--- src/rtl/core/pmd_pkg.sv ---
// Package for the plateau midpoint detector: sizes, register indexes
// and derived widths. No dependencies.
`timescale 1ns / 1ps

package pmd_pkg;

    // Delay from a sample to its mark, in samples.
    localparam int MID_DELAY   = 128;
    // Width of one input sample, signed Q1.(SAMPLE_BITS-1).
    localparam int SAMPLE_BITS = 16;

    // Widths of the configuration registers.
    localparam int THR_W  = 16;
    localparam int HOLD_W = 16;
    localparam int CFG_W  = 16;

    // Derived widths.
    localparam int LINE_W = (MID_DELAY > 1) ? $clog2(MID_DELAY) : 1;
    localparam int BACK_W = $clog2(MID_DELAY + 1);
    localparam int RUN_W  = $clog2(2 * MID_DELAY + 1);
    localparam int CMP_W  = 32;

    // Byte-padded stream data widths.
    localparam int S_TDATA_W = ((SAMPLE_BITS + 7) / 8) * 8;
    localparam int M_TDATA_W = 8;

    // Configuration register indexes.
    typedef enum logic [0:0] {
        CFG_THRESHOLD = 1'b0,
        CFG_HOLDOFF   = 1'b1
    } t_cfg_idx;

    localparam logic signed [THR_W-1:0] THRESHOLD_RESET = 16'sd16384;
    localparam logic [HOLD_W-1:0]       HOLDOFF_RESET   = '0;

endpackage

--- src/rtl/core/plateau_midpoint_detector_top.sv ---
// Plateau midpoint detector, top level and only module.
// Depends on pmd_pkg for sizes and register indexes.
`timescale 1ns / 1ps

// Usage:
// Samples enter on the slave stream (i_s_*), one word per sample, and
// each sample yields exactly one mark word on the master stream (o_m_*).
// The mark is 1 when the sample MID_DELAY words earlier was the midpoint
// of a plateau, a run of two or more samples at or above the threshold.
// The block is a two-register pipeline: an input register and an output
// register. A sample accepted into the input register is processed at the next
// edge it can move on, and its mark then waits in the output register.
// Throughput is one sample per clock while the receiver takes every mark word;
// the compare and the run and holdoff counters fit between the two registers.
// When the receiver stalls, the output word holds and the input register
// still takes one more sample, then o_s_tready falls until the output
// drains. Nothing is dropped.
// Synchronous active-low reset clears the pipeline, the counters and the
// 128-entry mark line, and loads threshold 0.5 (16384) and holdoff 0.
// The first MID_DELAY marks after reset are 0.
// Configuration writes (i_cfg_we) take effect at once and are meant to
// be made while no samples are in flight.
module plateau_midpoint_detector_top
    import pmd_pkg::*;
(
    input  logic                 i_clk,
    input  logic                 i_rst_n,

    // Configuration write port.
    input  logic                 i_cfg_we,
    input  logic [0:0]           i_cfg_idx,
    input  logic [CFG_W-1:0]     i_cfg_data,

    // Sample stream in. tdata: [15:0] sample.
    input  logic                 i_s_tvalid,
    output logic                 o_s_tready,
    input  logic [S_TDATA_W-1:0] i_s_tdata,

    // Mark stream out. tdata: [0] mark, [7:1] zero.
    output logic                 o_m_tvalid,
    input  logic                 i_m_tready,
    output logic [M_TDATA_W-1:0] o_m_tdata
);

    // Configuration registers.
    logic signed [THR_W-1:0]       r_threshold;
    logic [HOLD_W-1:0]             r_holdoff_len;

    // Pipeline registers.
    logic                          r_in_valid;
    logic signed [SAMPLE_BITS-1:0] r_sample;
    logic                          r_out_valid;
    logic                          r_out_mark;

    // Detector state. The mark line is a shift register: bit 0 holds the
    // mark of the sample MID_DELAY steps back, the top bit the newest one.
    logic [RUN_W-1:0]              r_run_len;
    logic [HOLD_W-1:0]             r_holdoff_cnt;
    logic [MID_DELAY-1:0]          r_mark_line;

    // Next values.
    logic [RUN_W-1:0]              n_run_len;
    logic [HOLD_W-1:0]             n_holdoff_cnt;
    logic [MID_DELAY-1:0]          n_mark_line;
    logic                          n_out_mark;

    logic                          s_accept;
    logic                          proc;
    logic                          is_high;
    logic [RUN_W-1:0]              run_inc;
    logic [BACK_W-1:0]             back;
    logic [LINE_W-1:0]             wr_idx;
    logic signed [CMP_W-1:0]       s_aligned;
    logic signed [CMP_W-1:0]       t_aligned;

    // Handshake: the processing step moves when the output slot is free.
    assign proc       = r_in_valid && (!r_out_valid || i_m_tready);
    assign o_s_tready = !r_in_valid || proc;
    assign s_accept   = i_s_tvalid && o_s_tready;
    assign o_m_tvalid = r_out_valid;
    assign o_m_tdata  = {{(M_TDATA_W-1){1'b0}}, r_out_mark};

    // Both values aligned to Q1.31 for the level compare.
    assign s_aligned = {r_sample, {(CMP_W-SAMPLE_BITS){1'b0}}};
    assign t_aligned = {r_threshold, {(CMP_W-THR_W){1'b0}}};
    assign is_high   = (s_aligned >= t_aligned);
    assign run_inc   = r_run_len + RUN_W'(1);

    // Run and holdoff update, and the distance back to a midpoint.
    always_comb begin
        n_run_len     = r_run_len;
        n_holdoff_cnt = r_holdoff_cnt;
        back          = '0;
        if (r_holdoff_cnt != '0) begin
            n_holdoff_cnt = r_holdoff_cnt - HOLD_W'(1);
        end else if (is_high) begin
            n_run_len = run_inc;
            if (run_inc >= RUN_W'(2 * MID_DELAY)) begin
                // Long run closed here, midpoint MID_DELAY - 1 samples back.
                back          = BACK_W'(MID_DELAY - 1);
                n_run_len     = '0;
                n_holdoff_cnt = r_holdoff_len;
            end
        end else begin
            if (r_run_len > RUN_W'(1)) begin
                // Ceiling of half the run.
                back          = BACK_W'(r_run_len - (r_run_len >> 1));
                n_holdoff_cnt = r_holdoff_len;
            end
            n_run_len = '0;
        end
    end

    // Line bit of the midpoint after this step's shift. A midpoint a full
    // line length back leaves the line in this same step.
    assign wr_idx = LINE_W'(MID_DELAY - 1) - LINE_W'(back);

    // Mark line: emit the oldest bit, shift, and set the midpoint.
    always_comb begin
        n_out_mark  = r_mark_line[0] || (back == BACK_W'(MID_DELAY));
        n_mark_line = {1'b0, r_mark_line[MID_DELAY-1:1]};
        if ((back != '0) && (back != BACK_W'(MID_DELAY))) begin
            n_mark_line[wr_idx] = 1'b1;
        end
    end

    // Configuration registers.
    always_ff @(posedge i_clk) begin
        if (!i_rst_n) begin
            r_threshold   <= THRESHOLD_RESET;
            r_holdoff_len <= HOLDOFF_RESET;
        end else if (i_cfg_we) begin
            case (t_cfg_idx'(i_cfg_idx))
                CFG_THRESHOLD: r_threshold   <= THR_W'(i_cfg_data);
                CFG_HOLDOFF:   r_holdoff_len <= HOLD_W'(i_cfg_data);
                default: begin
                end
            endcase
        end
    end

    // Pipeline control and detector state.
    always_ff @(posedge i_clk) begin
        if (!i_rst_n) begin
            r_in_valid    <= 1'b0;
            r_out_valid   <= 1'b0;
            r_run_len     <= '0;
            r_holdoff_cnt <= '0;
            r_mark_line   <= '0;
        end else begin
            if (s_accept) begin
                r_in_valid <= 1'b1;
            end else if (proc) begin
                r_in_valid <= 1'b0;
            end
            if (proc) begin
                r_out_valid   <= 1'b1;
                r_run_len     <= n_run_len;
                r_holdoff_cnt <= n_holdoff_cnt;
                r_mark_line   <= n_mark_line;
            end else if (i_m_tready) begin
                r_out_valid <= 1'b0;
            end
        end
    end

    // Payload registers.
    always_ff @(posedge i_clk) begin
        if (s_accept) begin
            r_sample <= SAMPLE_BITS'(i_s_tdata);
        end
        if (proc) begin
            r_out_mark <= n_out_mark;
        end
    end

    // A run never stays open at twice the line length.
    a_run_bound: assert property (@(posedge i_clk) disable iff (!i_rst_n)
        r_run_len < RUN_W'(2 * MID_DELAY))
        else $error("run length reached its closing value");

    // During holdoff no run is open.
    a_holdoff_no_run: assert property (@(posedge i_clk) disable iff (!i_rst_n)
        (r_holdoff_cnt != '0) |-> (r_run_len == '0))
        else $error("run open during holdoff");

    // The newest line bit is never set, since a midpoint is at least one
    // sample back.
    a_newest_clear: assert property (@(posedge i_clk) disable iff (!i_rst_n)
        !r_mark_line[MID_DELAY-1])
        else $error("newest mark line bit set");

    // The mark line moves only on a processing step.
    a_line_hold: assert property (@(posedge i_clk) disable iff (!i_rst_n)
        !proc |=> $stable(r_mark_line))
        else $error("mark line moved without a sample");

    // A stalled output word holds.
    a_out_hold: assert property (@(posedge i_clk) disable iff (!i_rst_n)
        (o_m_tvalid && !i_m_tready) |=> (o_m_tvalid && $stable(o_m_tdata)))
        else $error("output word changed while stalled");

endmodule

--- config.mk ---
export PLATFORM = sky130hd
export DESIGN_NAME = plateau_midpoint_detector_top
export DESIGN_NICKNAME = d
export VERILOG_FILES = /design/src/rtl/core/pmd_pkg.sv /design/src/rtl/core/plateau_midpoint_detector_top.sv
export SDC_FILE = /design/constraint.sdc
export NUM_CORES = 1
export LEC_CHECK = 0
export BUFFER_PORTS_ARGS = -buffer_cell sky130_fd_sc_hd__buf_4
export CORE_MARGIN = 2
export CORE_UTILIZATION = 30
export DETAILED_ROUTE_END_ITERATION = 7
export GPL_ROUTABILITY_DRIVEN = 0
export PLACE_DENSITY = 0.48
export SLEW_MARGIN = 20
export SYNTH_ARGS = -nofsm -noshare
export SYNTH_HDL_FRONTEND = slang
export SYNTH_SLANG_ARGS = --single-unit
--- constraint.sdc ---
create_clock -name i_clk -period 6.45 [get_ports i_clk]
set_input_delay 0 -clock i_clk [delete_from_list [all_inputs] [get_ports i_clk]]
set_output_delay 0 -clock i_clk [all_outputs]
set_load 0.02 [all_outputs]
==> results of run 1 <==
layout make-up:
class / instances / share of cell area, %
Clock buffer: 41 / 6.78
Clock inverter: 7 / 0.873
Inverter: 34 / 1.10
Multi-Input combinational cell: 833 / 43.4
Sequential cell: 204 / 36.2
Tap cell: 442 / 4.71
Timing Repair Buffer: 94 / 6.94
cell usage after synthesis (all sizes together), types with 3 or more instances:
cell and number:
o31ai 4, nor4 10, xnor2 11, o21ai 142
nor2 165, ha 41, or4 6, nor3 39
a2111oi 3, nand4 9, a21o 3, or3 7
nand2b 12, nand2 106, inv 34, a31oi 14
mux2i 4, a21oi 53, edfxtp 17, o22ai 3
o211ai 4, clkbuf 59, o311ai 5, o41ai 4
nor2b 7, nand3 12, a211oi 105, o221a 4
and3 9, buf 29, and2 4, a311oi 16
dfxtp 187, or2 5
cell usage in the layout, fill, tap and decap left out, drive strengths merged, types with 5 or more instances in the layout:
| cell type | Yosys | routed |
|---|---|---|
| a211oi | 105 | 105 |
| a21oi | 53 | 53 |
| a311oi | 16 | 16 |
| a31oi | 14 | 14 |
| and3 | 9 | 9 |
| buf | 29 | 50 |
| clkbuf | 59 | 41 |
| clkinv | 0 | 5 |
| conb | 1 | 7 |
| dfxtp | 187 | 187 |
| dlygate4sd3 | 0 | 44 |
| edfxtp | 17 | 17 |
| ha | 41 | 41 |
| inv | 34 | 33 |
| nand2 | 106 | 106 |
| nand2b | 12 | 12 |
| nand3 | 12 | 12 |
| nand4 | 9 | 9 |
| nor2 | 165 | 165 |
| nor2b | 7 | 7 |
| nor3 | 39 | 39 |
| nor4 | 10 | 10 |
| o21ai | 142 | 142 |
| o311ai | 5 | 5 |
| or2 | 5 | 5 |
| or3 | 7 | 7 |
| or4 | 6 | 6 |
| xnor2 | 11 | 11 |
flip-flops by register name (all words and copies together) (netlist names):
name / count
r_sample: 16
r_mark_line: 128
r_holdoff_len: 16
r_in_valid: 1
o_m_tvalid: 1
r_holdoff_cnt: 16
r_threshold: 16
r_out_mark: 1
r_run_len: 9
how the worst max path moves through the flow:
stage,endpoint,slack (ns),cells after the start
final,r_mark_line[0],2.40,10
after global routing,r_mark_line[0],2.07,10
after CTS,r_mark_line[0],2.06,10
after detailed placement,r_mark_line[0],2.08,10
after global placement,r_mark_line[0],2.15,10
after floorplan,r_mark_line[0],3.28,10
metal layers:
layer  part of all wire, %  GRT usage [%]
met5                     0              0
met3                   3.9           2.18
met2                    46           26.1
met4                   1.4           3.37
met1                    48           21.5
logic make-up (layout without fill, tap and decap cells):
group	count (synthesis)	after routing
AO/OA/AOI/OAI	369	369
adder cells (fa/ha/maj)	42	42
XOR/XNOR	13	13
AND/OR/NAND/NOR	398	398
other	1	7
buffers and inverters	122	176
flip-flops	204	204
multiplexers	4	4
timing repair:
item	4_1_cts	5_1_grt
setup buffers	0	0
endpoints found under the hold margin	50	0
hold buffers	44	0
endpoints found under the setup margin	0	0
power by group through the flow:
stage | logic [mW] | registers, mW | clock network, mW
finish | 1.30 | 1.45 | 1.49
global route | 1.44 | 1.46 | 1.59
CTS | 1.29 | 1.45 | 1.53
detailed placement | 1.27 | 1.47 | 0
global placement | 1.26 | 1.47 | 0
floorplan | 0.990 | 1.45 | 0
critical path, delay by kind of cell (launching register included):
kind	cells	cell delay [ns]
AO/OA/AOI/OAI	4	1.88
AND/OR/NAND/NOR	3	0.94
adder cells (fa/ha/maj)	2	0.66
flip-flops	1	0.43
buffers and inverters	1	0.07
==> summary.txt, run 1 <==
Outcome - finished, final reports clean
Post-Place Worst Slack - 2.08 ns
Cell Area, Placed - 10400 sq um
Synth top area cells - dfxtp_1 38%, a211oi_1 8.0%, o21ai_0 6.6%
Initial Util - 30.4%
Slew margin rel. - 30.9%
Fmax - 247 MHz
Via count - 8392
Worst EP required - 6.90 ns
Post-Syn Instances - 1153
Post-Syn Area - 9830 sq um
Hold_ws - 0.0207 ns
Mapped Avg Cell Area - 8.53 sq um
Synth top area share - 38.1%
Total power - 4.24 mW
Cell breakdown of the critical path - inv_1 -> ha_1 -> fa_1 -> nor3_1 -> nor3_1 -> o311ai_1 -> nand3_1 -> o31ai_2 -> a211oi_1 -> a211oi_1
Max incr delay on CP - 0.73 ns
Multi-input gate area - 5100 sq um
Cell leakage power - 4.42 nW
PostCTS Resize Cnt - 0
Clock buffer depth - 3
Combinational family with the most area after synthesis - compound AO/OA/AOI/OAI gates
First-pass GRT wire length - 43600 microns
R2R cell count - 10
Clock Skew - 0.0243 ns
PnR worst setup slack - 2.40 ns
Crit Path Class - register to register
Placed Instances - 1563
Post-route DRC - 0
Worst-path fanout max - 8
Period utilization - 62.8%
Min Clock Period, post-route - 4.05 ns
Nets - 1273
DP HPWL - 16400 microns
CP Capture Type - register
Slowest CP cell - o31ai_2
CTS tree - done
Synth Flop Type - dfxtp_1
Area delta synth->final - 19.5%
Final setup fails - 0
CTS Sinks - 204
Setup slack, reg-to-reg - 2.40 ns
Antenna fix cells - 0
Vias in the first global route - 8130
Switch Pwr - 1.54 mW
RSZ-0062 raised after global routing - false
Max-cap violation count - 0
Min-Delay Path Depth - 3
Reg2Reg Capture Point - r_mark_line[0]
Port buffer count - 40
Reg clk slew, reported paths - 0.06 ns
DR pass1 iterations - 5
Sequential power share - 34.1%
Sw Share - 36.3%
Vias per cell - 5.07
FF-to-FF Start - r_run_len[0]
Post-synthesis mux area share - 0.534%
Layout filler cell count - 3384
FP Rows - 66
Number of warnings issued by yosys - 0
Post-Synth Simple-Gate Area - 20.1%
Crit path launch type - register
Synth Area in Adders - 5.42%
Area leader, netlist - dfxtp_1
Post-synthesis register bit count - 204
CP startpoint - r_run_len[0]
Global route total overflow - 0
Compound-Gate Fraction of Synth Area - 24.2%
Worst Hold End - r_mark_line[67]
Largest net degree at the start of global routing - 108
CTS H-tree lvls - 1
I/O pin total - 48
Max-slew violations - 0
Clock root cell - clkbuf_16
Synth cell types - 70
Die H - 185 microns
Post-Route WL - 26500 microns
Synth Area in XOR/XNOR - 1.16%
Hold path startpoint - i_rst_n
Worst hold-check path type - input pin to register
Post-Route Setup TNS - 0 ns
Part of the Yosys area used for sequential elements - 43.3%
Pwr Density - 361 nW/um^2
P_int - 2.70 mW
Combinational Power Share - 30.7%
Clock power frac - 35.2%
Asr flop ratio synth - 0%
ANT nets after route - 0
Finished Cell Area - 11800 sq um
Worst Path Arrival - 4.50 ns
Initial DRC count - 647
Hold Vio Cnt, Final - 0
Avg WL per Cell - 16.0 microns
CORE AREA - 32400 sq um
Register area - 4250 sq um
Total die area - 34200 sq um
Initial antenna violation count - 0
Fin cells - 1655
Peak VDD IR - 0.000280 V
Worst-margin pin slew - 1.03 ns
Overall global routing resource usage - 15.6%
Proportion of layout cells with a drive suffix above 1 - 11.6%
EDFF count, synth - 17
Die X-Extent - 185 microns
CTS Buf Count - 26
Finished Core Util - 36.3%
Clk_lat worst skew - 0.54 ns
(Power assumes the default switching activity.)
==> inputs of run 2 (changes only) <==
==> constraint.sdc (replaced) <==
create_clock -name i_clk -period 3.82 [get_ports i_clk]
set_input_delay 0 -clock i_clk [delete_from_list [all_inputs] [get_ports i_clk]]
set_output_delay 0 -clock i_clk [all_outputs]
set_load 0.02 [all_outputs]
==> run 2 against run 1 <==
Against the previous run: first-iteration DRC count fell by 27%; count of clock-buffer cells in the layout is 4 lower; setup slack worse by 2.1 ns; utilization decreased by 0.062 points; final area fell by 0.17%; die area stayed put; via count grew 1.3%; combinational power increased by 82%; sequential cell count is the same; clock power rose by 47%; register-to-register slack worse by 2.1 ns; sequential share of layout area up 0.062 points; critical path type unchanged; largest power group is now sequential cells; highest routed layer unchanged.
==> summary.txt, run 2 (synthesized netlist as in run 1, its figures left out) <==
Fin cells - 1667 (+0.73%)
Max-cap violation count - 0 (unchanged)
Clock root cell - clkbuf_16
Peak VDD IR - 0.000336 V (+20%)
FP Rows - 66 (unchanged)
Fmax - 288 MHz (+17%)
Worst-path fanout max - 12 (+4)
Placed Instances - 1583 (+1.3%)
Commonest non-fill, non-tap cell in the layout - dfxtp_1
Clk_lat worst skew - 0.53 ns (about the same)
Biggest register - r_mark_line
Vias in the first global route - 8238 (+1.3%)
Met3 WL - 1030 microns (+0.20%)
Largest net degree at the start of global routing - 100 (-7.4%)
Initial DRC count - 475 (-27%)
Global route total overflow - 0 (unchanged)
Cell leakage power - 4.44 nW (+0.39%)
CTS H-tree lvls - 1 (unchanged)
Slew margin rel. - 27.4% (-3.5 points)
Die X-Extent - 185 microns (unchanged)
Worst Path Arrival - 3.87 ns (-0.63 ns)
Overall global routing resource usage - 16.0% (+0.41 points)
Post-Route Setup TNS - 0 ns (unchanged)
Clock Skew - 0.0214 ns (-0.00288 ns)
Antenna fix cells - 0 (unchanged)
First-pass GRT wire length - 44900 microns (+2.8%)
CP Capture Type - register
CTS tree - done
Outcome - finished, final reports clean
Worst-margin pin slew - 1.09 ns (+0.0559 ns)
DR pass1 iterations - 5 (unchanged)
PnR worst setup slack - 0.350 ns (-2.05 ns)
CTS Sinks - 204 (unchanged)
Initial antenna violation count - 0 (unchanged)
Avg WL per Cell - 16.3 microns (+1.9%)
I/O pin total - 48 (unchanged)
Post-route DRC - 0 (unchanged)
Via count - 8497 (+1.3%)
WL met1 - 13000 microns (+1.4%)
DP HPWL - 17000 microns (+3.4%)
Crit path launch type - register
Clock buffer depth - 3 (unchanged)
Layout filler cell count - 3412 (+0.83%)
Nets - 1289 (+1.3%)
Cell Area, Placed - 10600 sq um (+1.5%)
Most frequent cells in the layout - 187 x dfxtp_1, 162 x nor2_1, 129 x o21ai_0
Hold Vio Cnt, Final - 0 (unchanged)
Vias per cell - 5.10 (+0.52%)
Reg clk slew, reported paths - 0.06 ns (about the same)
Top routing layer in use - met4
Port buffer count - 40 (unchanged)
Area delta synth->final - 19.3%
Met2 WL - 12700 microns (+3.1%)
CORE AREA - 32400 sq um (unchanged)
Worst hold-check path type - input pin to register
Final setup fails - 0 (unchanged)
Crit Path Class - register to register
Max FFs per register - 128 (unchanged)
Max-slew violations - 0 (unchanged)
Initial Util - 30.4% (unchanged)
ANT nets after route - 0 (unchanged)
CTS Buf Count - 25 (-3.8%)
Die H - 185 microns (unchanged)
Min Clock Period, post-route - 3.47 ns (-0.580 ns)
Post-Route WL - 27200 microns (+2.6%)
Proportion of layout cells with a drive suffix above 1 - 12.5% (+0.87 points)
Post-CTS Setup Inserts - 0 (unchanged)
Pwr Density - 596 nW/um^2 (+65%)
Period utilization - 90.8% (+28 points)
Total die area - 34200 sq um (unchanged)
Worst EP required - 4.22 ns (-2.68 ns)
Post-Place Worst Slack - 0.235 ns (-1.85 ns)
Finished Cell Area - 11700 sq um (-0.17%)
RSZ-0062 raised after global routing - false
Finished Core Util - 36.2% (-0.062 points)
## run 2: changes by cell type in the layout (fill, tap and decap cells not counted), moves of 2 or more
cell	change
dlygate4sd3_1	-3
buf_4	+19
clkbuf_8	-5
clkbuf_1	+2
bufinv_16	-2
clkinv_2	+3
## run 2: final cells by class
class | count | area (sq um) | area share (%)
Inverter | 34 | 129 | 1.10
Sequential cell | 204 | 4250 | 36.3
Clock inverter | 6 | 33.8 | 0.288
Timing Repair Buffer | 111 | 948 | 8.09
Clock buffer | 37 | 711 | 6.06
Multi-Input combinational cell | 833 | 5100 | 43.5
Tap cell | 442 | 553 | 4.71
## run 2: timing repair
action,in CTS,in global routing
gates resized for setup,0,2
endpoints found under the setup margin,0,7
hold buffers,41,0
endpoints found under the hold margin,50,0
## run 2: metrics by stage
| stage | power, mW | hold WS, ns |
|---|---|---|
| floorplan | 4.12 | 0.0989 |
| CTS | 7.04 | 0.0165 |
| finish | 6.99 | 0.0386 |
| detailed placement | 4.78 | 0.179 |
| global placement | 4.77 | 0.178 |
| global route | 7.42 | 0.0530 |
## run 2: worst max-delay path, cell delays in order, from the launching register on
cell	delay [ns]
edfxtp_1	0.36
ha_1	0.37
nand4_1	0.19
or4_1	0.59
a21o_1	0.23
and3_4	0.20
o21ai_2	0.41
nand3_1	0.52
a311oi_1	0.39
nor2_1	0.08
## run 2: final timing paths
check                                    start                to  slack [ns]  depth (start not counted)
worst max-delay path              r_sample[15]  r_mark_line[118]        0.35                          9
worst min-delay path                   i_rst_n   r_mark_line[37]        0.04                          3
worst max register to register    r_sample[15]  r_mark_line[118]        0.35                          9
worst min register to register  r_threshold[5]    r_threshold[5]        0.45                          2
## run 2: report_power, final
group          internal [mW]  switching (mW)
clock                   1.28           0.915
combinational          0.769            1.59
sequential              2.33           0.115
## run 2: routing by layer
layer,global-route usage (%),vias up
met5,0,-
met4,3.97,0
met3,1.91,29
met2,26.6,142
met1,22.2,4083
li1,-,4243
==> inputs of run 3 (changes only) <==
--- a/config.mk
+++ b/config.mk
@@ -10,7 +10,7 @@
 export CORE_UTILIZATION = 30
 export DETAILED_ROUTE_END_ITERATION = 7
 export GPL_ROUTABILITY_DRIVEN = 0
-export PLACE_DENSITY = 0.48
+export PLACE_DENSITY = 0.49
 export SLEW_MARGIN = 20
 export SYNTH_ARGS = -nofsm -noshare
 export SYNTH_HDL_FRONTEND = slang
==> constraint.sdc (replaced) <==
create_clock -name i_clk -period 3.1 [get_ports i_clk]
set_input_delay 0 -clock i_clk [delete_from_list [all_inputs] [get_ports i_clk]]
set_output_delay 0 -clock i_clk [all_outputs]
set_load 0.02 [all_outputs]
==> run 3 against run 2 <==
Against the previous run: count of clock-buffer cells in the layout increased by 1; combinational power up 47%; final cell count up 4.3%; clock power rose by 43%; final area is 7.7% higher; power grew 38%; sequential power increased by 23%; die area unchanged; critical endpoint is now r_mark_line[40]; largest power group is now combinational cells.
==> summary.txt, run 3 (synthesized netlist as in run 1, its figures left out) <==
Area delta synth->final - 28.5%
Sw Share - 35.8% (-1.6 points)
Max-cap violation count - 0 (unchanged)
Initial DRC count - 591 (+24%)
CP dominant cell by count - or4_4
Post-Route Setup TNS - 0 ns (unchanged)
Max FFs per register - 128 (unchanged)
Global route total overflow - 0 (unchanged)
Hold Vio Cnt, Final - 0 (unchanged)
Initial antenna violation count - 0 (unchanged)
Reg2Reg Capture Point - r_mark_line[40]
Biggest register - r_mark_line
CP Capture Type - register
Port buffer count - 40 (unchanged)
Crit path launch type - register
Largest net degree at the start of global routing - 101 (+1.0%)
Setup slack, reg-to-reg - 0.04 ns (-0.31 ns)
Slowest CP cell - or4_4
Worst EP required - 3.58 ns (-0.64 ns)
Peak VDD IR - 0.000827 V (+150%)
Vias in the first global route - 8431 (+2.3%)
Vias per cell - 5.02 (-1.5%)
Min Clock Period, post-route - 3.06 ns (-0.405 ns)
Slew margin rel. - 42.6% (+15 points)
Total power - 9.63 mW (+38%)
Cell leakage power - 4.90 nW (+10%)
Total die area - 34200 sq um (unchanged)
Via count - 8731 (+2.8%)
Crit path buf inv count - 1 (+1)
I/O pin total - 48 (unchanged)
CTS tree - done
Max incr delay on CP - 0.58 ns (about the same)
Antenna fix cells - 0 (unchanged)
Worst path top cell family by delay - simple AND/OR/NAND/NOR gates
Cell breakdown of the critical path - ha_4 -> nand4_1 -> or4_4 -> a21o_1 -> and3_4 -> or4_4 -> a21boi_4 -> buf_6 -> a211oi_1 -> nor2_1
Post-Route WL - 27800 microns (+2.4%)
Proportion of layout cells with a drive suffix above 1 - 19.0% (+6.5 points)
Fmax - 326 MHz (+13%)
Outcome - finished, final reports clean
DP HPWL - 17400 microns (+2.4%)
CTS Sinks - 204 (unchanged)
RSZ-0062 raised after global routing - true
Die X-Extent - 185 microns (unchanged)
FF-to-FF Start - r_sample[9]
Worst-path fanout max - 6 (-6)
Post-route DRC - 0 (unchanged)
Reg clk slew, reported paths - 0.06 ns (about the same)
Clock buffer depth - 3 (unchanged)
Sequential power share - 31.2% (-3.7 points)
ANT nets after route - 0 (unchanged)
Worst hold-check path type - input pin to register
Combinational Power Share - 36.2% (+2.5 points)
Final setup fails - 0 (unchanged)
First-pass GRT wire length - 45200 microns (+0.66%)
Avg WL per Cell - 16.0 microns (-1.9%)
Switch Pwr - 3.45 mW (+32%)
Overall global routing resource usage - 16.2% (+0.17 points)
Clock Skew - 0.0219 ns (+0.000522 ns)
Pwr Density - 762 nW/um^2 (+28%)
Die H - 185 microns (unchanged)
CTS H-tree lvls - 1 (unchanged)
P_int - 6.18 mW (+41%)
Nets - 1357 (+5.3%)
Initial Util - 30.4% (unchanged)
Clk_lat worst skew - 0.55 ns (+0.02 ns)
R2R cell count - 10 (+1)
Worst Path Arrival - 3.55 ns (-0.32 ns)
DR pass1 iterations - 5 (unchanged)
Min-Delay Path Depth - 4 (+1)
Crit Path Class - register to register
Clock root cell - clkbuf_16
CTS Buf Count - 26 (+4.0%)
FP Rows - 66 (unchanged)
Worst Hold End - r_threshold[11]
Period utilization - 98.9% (+8.0 points)
Layout filler cell count - 3346 (-1.9%)
Worst-margin pin slew - 0.861 ns (-0.227 ns)
Clock power frac - 32.6% (+1.2 points)
Hold path startpoint - i_cfg_we
Most frequent cells in the layout - 187 x dfxtp_1, 162 x nor2_1, 128 x o21ai_0
CORE AREA - 32400 sq um (unchanged)
Max-slew violations - 0 (unchanged)
Commonest non-fill, non-tap cell in the layout - dfxtp_1
[run 3: cell types whose count changed in the layout (fill, tap and decap cells not counted), moves of 4 or more]
cell | before | now
buf_12 | 1 | 8
buf_4 | 69 | 124
buf_6 | 0 | 4
or4_1 | 5 | 1
or4_4 | 1 | 5
[run 3: worst reg2reg max path: cells and delay by family, from the launching register on]
family / cells / cell delay [ns]
compound gates: 3 / 0.55
flops: 1 / 0.43
buf+inv: 1 / 0.17
fa+ha+maj: 1 / 0.30
simple gates: 5 / 1.59
[run 3: power groups by stage]
stage                     combinational (mW)  clock [mW]  sequential, mW
after floorplan                         2.06           0            3.02
after global placement                  3.24           0            3.05
after detailed placement                3.25           0            3.05
after CTS                               3.34        3.23            3.00
after global routing                    3.81        3.34            3.03
final                                   3.48        3.14            3.00
[run 3: worst max-delay path by stage]
| stage | start | to | slack, ns | depth (start not counted) |
|---|---|---|---|---|
| after global routing | r_sample[9] | r_mark_line[40] | -0.1 | 10 |
| after detailed placement | r_sample[14] | r_mark_line[96] | -0.17 | 9 |
| after CTS | r_sample[14] | r_mark_line[40] | 0.007 | 10 |
| final | r_sample[9] | r_mark_line[40] | 0.04 | 10 |
| after floorplan | r_run_len[0] | r_mark_line[57] | 0.09 | 11 |
| after global placement | r_sample[14] | r_mark_line[99] | -0.06 | 9 |
[run 3: cell type report]
| type | instances | area (sq um) | share of cell area, % |
|---|---|---|---|
| clock buffers | 38 | 766 | 6.06 |
| clock inverters | 10 | 141 | 1.12 |
| inverters | 34 | 129 | 1.02 |
| multi-input cells | 833 | 5240 | 41.4 |
| flip-flops and latches | 204 | 4250 | 33.7 |
| well taps | 442 | 553 | 4.38 |
| repair buffers | 178 | 1560 | 12.3 |
[run 3: timing repair]
item,CTS,global route
cloned,0,0
gates resized for setup,7,24
pin swaps,0,24
hold buffers,41,1
endpoints found under the setup margin,21,139
buffers inserted,0,9
hold endpoints to repair,75,11
[run 3: routing by layer]
| layer | up-vias | global-route usage, % | routed length, microns |
|---|---|---|---|
| li1 | 4396 | - | - |
| met1 | 4153 | 22.2 | 13700 |
| met2 | 131 | 26.8 | 12700 |
| met3 | 51 | 2.06 | 826 |
| met4 | 0 | 4.60 | 586 |
| met5 | - | 0 | 0 |
[run 3: stage by stage]
step	hold WS [ns]	instances	utilization, %	area (sq um)	setup slack, ns
finish	0.0398	1739	39.0	12600	0.0355
global route	0.0697	1739	39.0	12600	-0.0983
CTS	0.0000644	1729	38.4	12400	0.00734
detailed placement	0.179	1640	34.2	11100	-0.166
global placement	0.178	1640	34.2	11100	-0.0600
floorplan	0.0989	1159	-	9850	0.0915
